### config.mk
export PLATFORM = sky130hd
export DESIGN_NAME = top1_accuracy_counter
export DESIGN_NICKNAME = d
export VERILOG_FILES = /design/src/rtl/top1ac_pkg.sv /design/src/rtl/top1_accuracy_counter.sv
export SDC_FILE = /design/constraint.sdc
export NUM_CORES = 1
export LEC_CHECK = 0
export BUFFER_PORTS_ARGS = -buffer_cell sky130_fd_sc_hd__buf_2
export CAP_MARGIN = 20
export CORE_MARGIN = 3
export CORE_UTILIZATION = 60
export DETAILED_ROUTE_END_ITERATION = 10
export PLACE_DENSITY = 0.87
export SYNTH_ARGS = -nofsm -noshare
export SYNTH_HDL_FRONTEND = slang
export SYNTH_SLANG_ARGS = --single-unit
### constraint.sdc
create_clock -name aclk -period 8.6 [get_ports aclk]
set_input_delay 1.29 -clock aclk [delete_from_list [all_inputs] [get_ports aclk]]
set_output_delay 1.29 -clock aclk [all_outputs]
set_load 0.01 [all_outputs]
### src/rtl/top1ac_pkg.sv
package top1ac_pkg;

    localparam int SCORE_BITS  = 16;
    localparam int LABEL_BITS  = 10;
    localparam int CLASS_BITS  = 11;
    localparam int ROW_BITS    = 17;
    localparam int FRAC_BITS   = 16;
    localparam int CFG_IDX_BITS = 2;
    localparam int CFG_DATA_BITS = 17;

    localparam logic [CLASS_BITS-1:0] MAX_CLASSES = 11'd1024;
    localparam logic [ROW_BITS-1:0]   MAX_ROWS    = 17'd65536;

    localparam logic [CLASS_BITS-1:0] CLASS_COUNT_RESET = 11'd10;
    localparam logic [ROW_BITS-1:0]   ROW_COUNT_RESET   = 17'd1;

    localparam logic [CFG_IDX_BITS-1:0] REG_CLASS_COUNT = 2'd0;
    localparam logic [CFG_IDX_BITS-1:0] REG_ROW_COUNT   = 2'd1;

    typedef struct packed {
        logic signed [SCORE_BITS-1:0] score;
        logic [LABEL_BITS-1:0]        true_class;
    } in_item_t;

    typedef struct packed {
        logic [ROW_BITS-1:0] correct_rows;
        logic [ROW_BITS-1:0] accuracy;
    } out_item_t;

endpackage

### src/rtl/top1_accuracy_counter.sv
// channel   direction  ports                                   payload
// s_        in         s_valid s_ready s_data                  in_item_t
// m_        out        m_valid m_ready m_data                  out_item_t
// cfg_      in         cfg_valid cfg_ready cfg_index cfg_data  register write
//
// one score request per cycle; a row's last score that closes a batch starts
// a restoring divider on a 33-bit dividend (one quotient bit per cycle); s_ready stays low
// meanwhile and until the output register is loaded, which waits while it still holds a result
// aresetn is synchronous, active low; clears counters, registers go to defaults
// cfg_ready is always high
module top1_accuracy_counter
    import top1ac_pkg::*;
(
    input  logic                     aclk,
    input  logic                     aresetn,
    input  logic                     s_valid,
    output logic                     s_ready,
    input  in_item_t                 s_data,
    output logic                     m_valid,
    input  logic                     m_ready,
    output out_item_t                m_data,
    input  logic                     cfg_valid,
    output logic                     cfg_ready,
    input  logic [CFG_IDX_BITS-1:0]  cfg_index,
    input  logic [CFG_DATA_BITS-1:0] cfg_data
);

    localparam int DIVD_BITS = ROW_BITS + FRAC_BITS;
    localparam int CNT_BITS  = $clog2(DIVD_BITS);
    localparam logic [CNT_BITS-1:0] LAST_STEP = CNT_BITS'(DIVD_BITS - 1);

    localparam logic [1:0] ST_RUN  = 2'd0;
    localparam logic [1:0] ST_DIV  = 2'd1;
    localparam logic [1:0] ST_HOLD = 2'd2;

    logic [1:0] state_reg, state_next;

    logic [CLASS_BITS-1:0] class_count_reg;
    logic [ROW_BITS-1:0]   row_count_reg;

    logic signed [SCORE_BITS-1:0] best_score_reg, best_score_next;
    logic [LABEL_BITS-1:0]        best_index_reg, best_index_next;
    logic [LABEL_BITS-1:0]        col_reg, col_next;
    logic [ROW_BITS-1:0]          row_reg, row_next;
    logic [ROW_BITS-1:0]          hit_reg, hit_next;

    logic [ROW_BITS-1:0]  divisor_reg, divisor_next;
    logic [ROW_BITS-1:0]  rem_reg, rem_next;
    logic [DIVD_BITS-1:0] quo_reg, quo_next;
    logic [CNT_BITS-1:0]  cnt_reg, cnt_next;
    logic [ROW_BITS-1:0]  correct_reg, correct_next;

    logic      m_valid_reg, m_valid_next;
    out_item_t m_data_reg, m_data_next;

    logic [CLASS_BITS-1:0] classes;
    logic [ROW_BITS-1:0]   rows;
    logic                  accept;
    logic                  take_best;
    logic                  last_col;
    logic                  batch_end;
    logic [ROW_BITS-1:0]   hit_row;
    logic [ROW_BITS:0]     rem_shift;
    logic                  ge;
    logic [ROW_BITS:0]     rem_sub;

    always_comb begin
        if (class_count_reg == '0) begin
            classes = CLASS_BITS'(1);
        end else if (class_count_reg > MAX_CLASSES) begin
            classes = MAX_CLASSES;
        end else begin
            classes = class_count_reg;
        end
        if (row_count_reg == '0) begin
            rows = ROW_BITS'(1);
        end else if (row_count_reg > MAX_ROWS) begin
            rows = MAX_ROWS;
        end else begin
            rows = row_count_reg;
        end
    end

    assign s_ready   = (state_reg == ST_RUN);
    assign accept    = s_valid && s_ready;
    assign cfg_ready = 1'b1;
    assign m_valid   = m_valid_reg;
    assign m_data    = m_data_reg;

    assign take_best = (col_reg == '0) || (s_data.score > best_score_reg);
    assign last_col  = ({1'b0, col_reg} + CLASS_BITS'(1)) >= classes;
    assign batch_end = (row_reg + ROW_BITS'(1)) >= rows;

    // a label at or above the class count never hits
    always_comb begin
        logic [LABEL_BITS-1:0] idx;
        idx = take_best ? col_reg : best_index_reg;
        hit_row = hit_reg + ROW_BITS'((s_data.true_class == idx) &&
                                      ({1'b0, s_data.true_class} < classes));
    end

    assign rem_shift = {rem_reg, quo_reg[DIVD_BITS-1]};
    assign ge        = rem_shift >= {1'b0, divisor_reg};
    assign rem_sub   = rem_shift - {1'b0, divisor_reg};

    always_comb begin
        state_next      = state_reg;
        best_score_next = best_score_reg;
        best_index_next = best_index_reg;
        col_next        = col_reg;
        row_next        = row_reg;
        hit_next        = hit_reg;
        divisor_next    = divisor_reg;
        rem_next        = rem_reg;
        quo_next        = quo_reg;
        cnt_next        = cnt_reg;
        correct_next    = correct_reg;
        m_valid_next    = m_valid_reg && !m_ready;
        m_data_next     = m_data_reg;

        unique case (state_reg)
            ST_RUN: begin
                if (accept) begin
                    if (take_best) begin
                        best_score_next = s_data.score;
                        best_index_next = col_reg;
                    end
                    if (!last_col) begin
                        col_next = col_reg + LABEL_BITS'(1);
                    end else begin
                        col_next        = '0;
                        best_score_next = '0;
                        best_index_next = '0;
                        if (!batch_end) begin
                            row_next = row_reg + ROW_BITS'(1);
                            hit_next = hit_row;
                        end else begin
                            row_next     = '0;
                            hit_next     = '0;
                            correct_next = hit_row;
                            divisor_next = rows;
                            rem_next     = '0;
                            quo_next     = {hit_row, FRAC_BITS'(0)};
                            cnt_next     = '0;
                            state_next   = ST_DIV;
                        end
                    end
                end
            end
            ST_DIV: begin
                rem_next = ge ? rem_sub[ROW_BITS-1:0] : rem_shift[ROW_BITS-1:0];
                quo_next = {quo_reg[DIVD_BITS-2:0], ge};
                cnt_next = cnt_reg + CNT_BITS'(1);
                if (cnt_reg == LAST_STEP) begin
                    state_next = ST_HOLD;
                end
            end
            ST_HOLD: begin
                if (!m_valid_reg || m_ready) begin
                    m_valid_next             = 1'b1;
                    m_data_next.correct_rows = correct_reg;
                    m_data_next.accuracy     = quo_reg[ROW_BITS-1:0];
                    state_next               = ST_RUN;
                end
            end
            default: begin
                state_next = ST_RUN;
            end
        endcase
    end

    always_ff @(posedge aclk) begin
        if (!aresetn) begin
            state_reg       <= ST_RUN;
            class_count_reg <= CLASS_COUNT_RESET;
            row_count_reg   <= ROW_COUNT_RESET;
            best_score_reg  <= '0;
            best_index_reg  <= '0;
            col_reg         <= '0;
            row_reg         <= '0;
            hit_reg         <= '0;
            m_valid_reg     <= 1'b0;
        end else begin
            state_reg      <= state_next;
            best_score_reg <= best_score_next;
            best_index_reg <= best_index_next;
            col_reg        <= col_next;
            row_reg        <= row_next;
            hit_reg        <= hit_next;
            m_valid_reg    <= m_valid_next;
            if (cfg_valid) begin
                unique case (cfg_index)
                    REG_CLASS_COUNT: class_count_reg <= cfg_data[CLASS_BITS-1:0];
                    REG_ROW_COUNT:   row_count_reg   <= cfg_data[ROW_BITS-1:0];
                    default: begin
                    end
                endcase
            end
        end
    end

    always_ff @(posedge aclk) begin
        divisor_reg <= divisor_next;
        rem_reg     <= rem_next;
        quo_reg     <= quo_next;
        cnt_reg     <= cnt_next;
        correct_reg <= correct_next;
        m_data_reg  <= m_data_next;
    end

endmodule

==> qor.csv <==
metric,value,unit
status,finished clean,
grt_use_total,0.229,
synth.area.top_cells,"edfxtp_1 32%, dfxtp_1 17%, ha_1 8.3%",
cts_tree,built,
clkPwrFrac,0.443,
dpl-instance-area,0.0123,sq mm
clock-sinks,225,
viasPerCell,5.81,
multi_input_area,0.00539,sq mm
wl,25.0,mm
crit_chain,buf_2 > ha_1 > and4_1 > nand3_1 > or4_1 > o21ai_2 > a21o_4 > mux2i_1 > xnor2_1 > or4b_1 > nor4_2 > ha_1 > nand3_1 > nor2_1 > nand2_1 > nor2_1 > nand2_1 > nor2_1 > xnor2_1 > or3_1 > a21boi_1,
max_freq,0.177,GHz
crit_path_frequent_cell,nor2_1,
syn_area,0.0116,sq mm
grt_max_degree,79,
ant_nets,0,
p_comb_frac,0.077,
ys_seq_area_frac,0.494,
yosys_warnings,0,
cts_made_buffers,23,
crit_slowest_cell,or4_1,
grt_use_met3,0.0334,
ctsResizeCount,0,
power.density,184,mW/mm^2
place_congestion,0.896,
hpwl,17.0,mm
grt_pass1_vias,8539,
drtIter0Drc,564,
cts.reportedPaths.clkPinSlew,60,ps
boundaryPins,87,
min_path_type,reg -> reg,
critPathMaxFanout,7,
htreeDepth,1,
grt_overflow,0,
post-route-util,0.693,
synth_top_area_cell,edfxtp_1,
mostFrequentLayoutCell,nand2_1,
fillerInstances,1381,
use_met2,0.397,
worst_slack,2960,ps
stdcell_area,0.0131,sq mm
cts_setup_buffers,0,
yosysTopAreaCellShare,0.320,
cap_violations,0,
core,0.0189,sq mm
drive_above_1_share,0.118,
p_int,1870,uW
use_met1,0.294,
numPortBuffers,85,
layout_common_cells,"145 x nand2_1, 124 x edfxtp_1, 101 x dfxtp_1",
synth_edf_count,124,
worstMarginPinSlew,985,ps
seq_power_share,0.480,
die_w,145,um
cp.arrival,6090,ps
initial_core_util,0.616,
setup_violations,0,
cp-start-kind,input pin,
dieArea,0.0211,sq mm
std_cell_rows,50,
finalSetupTns,0,ps
die_y,145,um
hold_slack,420,ps
critPathTopFamily,simple AND/OR/NAND/NOR gates,
finalHoldViolCount,0,
synth_seq_cells,225,
antenna_found_initial,0,
clk_latency,520,ps
required,9050,ps
endpoint_kind,flip-flop,
largest_reg_flops,34,
via_count,8820,
crit_buf_inv,1,
drc,0,
synth_cell_types,70,
ir_worst_vdd,0.000145,V
period_needed,5640,ps
grt_pass1_wl,41.1,mm
regArea,0.00575,sq mm
power.leakage,0.00533,uW
switching_share,0.226,
antenna_cells,0,
wire_per_inst,16.5,um
cts.path.max_buffers,3,
rsz0062_at_grt,no,
nets,1368,
clock-root-buffer,clkbuf_16,
avgSynthCellArea,9.95,sq um
relSlewSlack,0.344,
syn_nets,1298,
critical_path_class,in -> reg,
cts_hold_buf,0,
dp_slack,2540,ps
final.period_utilization,0.655,
skew,15.7,ps
slew_violations,0,
area_growth,12.5,%
syn_inst,1170,
cpPeakStageDelay,550,ps
firstDrtPassIters,7,
async_reset_ff_frac,0,
grt.busiest_layer,met2,
p_sw,546,uW
synth_flop_cell,edfxtp_1,
[area by class of cell]
cell class,instances,share of cell area
Inverter,84,0.0241
Multi-Input combinational cell,812,0.412
Tap cell,260,0.0249
Clock buffer,27,0.0451
Sequential cell,225,0.439
Timing Repair Buffer,94,0.0378
Clock inverter,15,0.0170
[worst paths after layout]
path                                           from  slack [ps]     endpoint  depth (start not counted)
worst max-delay path                     s_data[25]        2960  hit_reg[16]                         21
worst min-delay path                 correct_reg[0]         420   m_data[17]                          0
worst max register to register  class_count_reg[10]        3460  hit_reg[16]                         22
worst min register to register       correct_reg[0]         420   m_data[17]                          0
[cells in the mapped netlist, types with 3 or more instances]
| library cell | n |
|---|---|
| a211o_1 | 3 |
| a211oi_1 | 5 |
| a21boi_0 | 64 |
| a21boi_1 | 3 |
| a21o_1 | 13 |
| a21oi_1 | 40 |
| a221oi_1 | 3 |
| a22o_1 | 25 |
| a22oi_1 | 3 |
| a31oi_1 | 5 |
| and2_1 | 27 |
| and3_1 | 17 |
| and4_1 | 5 |
| buf_1 | 4 |
| buf_2 | 9 |
| buf_4 | 3 |
| clkbuf_1 | 33 |
| dfxtp_1 | 101 |
| edfxtp_1 | 124 |
| ha_1 | 77 |
| inv_1 | 84 |
| mux2i_1 | 9 |
| nand2_1 | 145 |
| nand2b_1 | 11 |
| nand3_1 | 26 |
| nand3b_1 | 17 |
| nand4_1 | 13 |
| nor2_1 | 86 |
| nor2b_1 | 18 |
| nor3_1 | 9 |
| nor4_1 | 9 |
| o211ai_1 | 5 |
| o21a_1 | 6 |
| o21ai_0 | 46 |
| o21ai_1 | 3 |
| o22ai_1 | 6 |
| or3_1 | 13 |
| xnor2_1 | 37 |
| xor2_1 | 23 |
[metrics by stage]
| step | total power, uW | cells |
|---|---|---|
| 6_report | 2410 | 1517 |
| 5_1_grt | 2490 | 1517 |
| 4_1_cts | 2420 | 1515 |
| 3_5_place_dp | 1360 | 1473 |
| 3_3_place_gp | 1360 | 1473 |
| 2_1_floorplan | 1310 | 1170 |
[power groups by stage]
stage	clock network, uW	logic (uW)	registers (uW)
final	1070	185	1160
after global routing	1120	207	1160
after CTS	1080	183	1160
after detailed placement	0	181	1180
after global placement	0	175	1180
after floorplan	0	130	1180
[per-layer routing]
metal,vias to the layer above,wire [um]
met5,-,0
met4,0,733
met3,64,1560
li1,4266,-
met2,315,12200
met1,4175,10500
[cells by family (layout without fill, tap and decap cells)]
| family | after synthesis | in the layout | share of synthesized area |
|---|---|---|---|
| multiplexers | 11 | 11 | 0.00968 |
| flip-flops | 225 | 225 | 0.494 |
| AND/OR/NAND/NOR | 414 | 414 | 0.176 |
| adder cells (fa/ha/maj) | 78 | 78 | 0.0845 |
| other | 1 | 1 | 0.000322 |
| XOR/XNOR | 60 | 60 | 0.0452 |
| buffers and inverters | 133 | 220 | 0.0448 |
| AO/OA/AOI/OAI | 248 | 248 | 0.146 |
(Power assumes the default switching activity.)
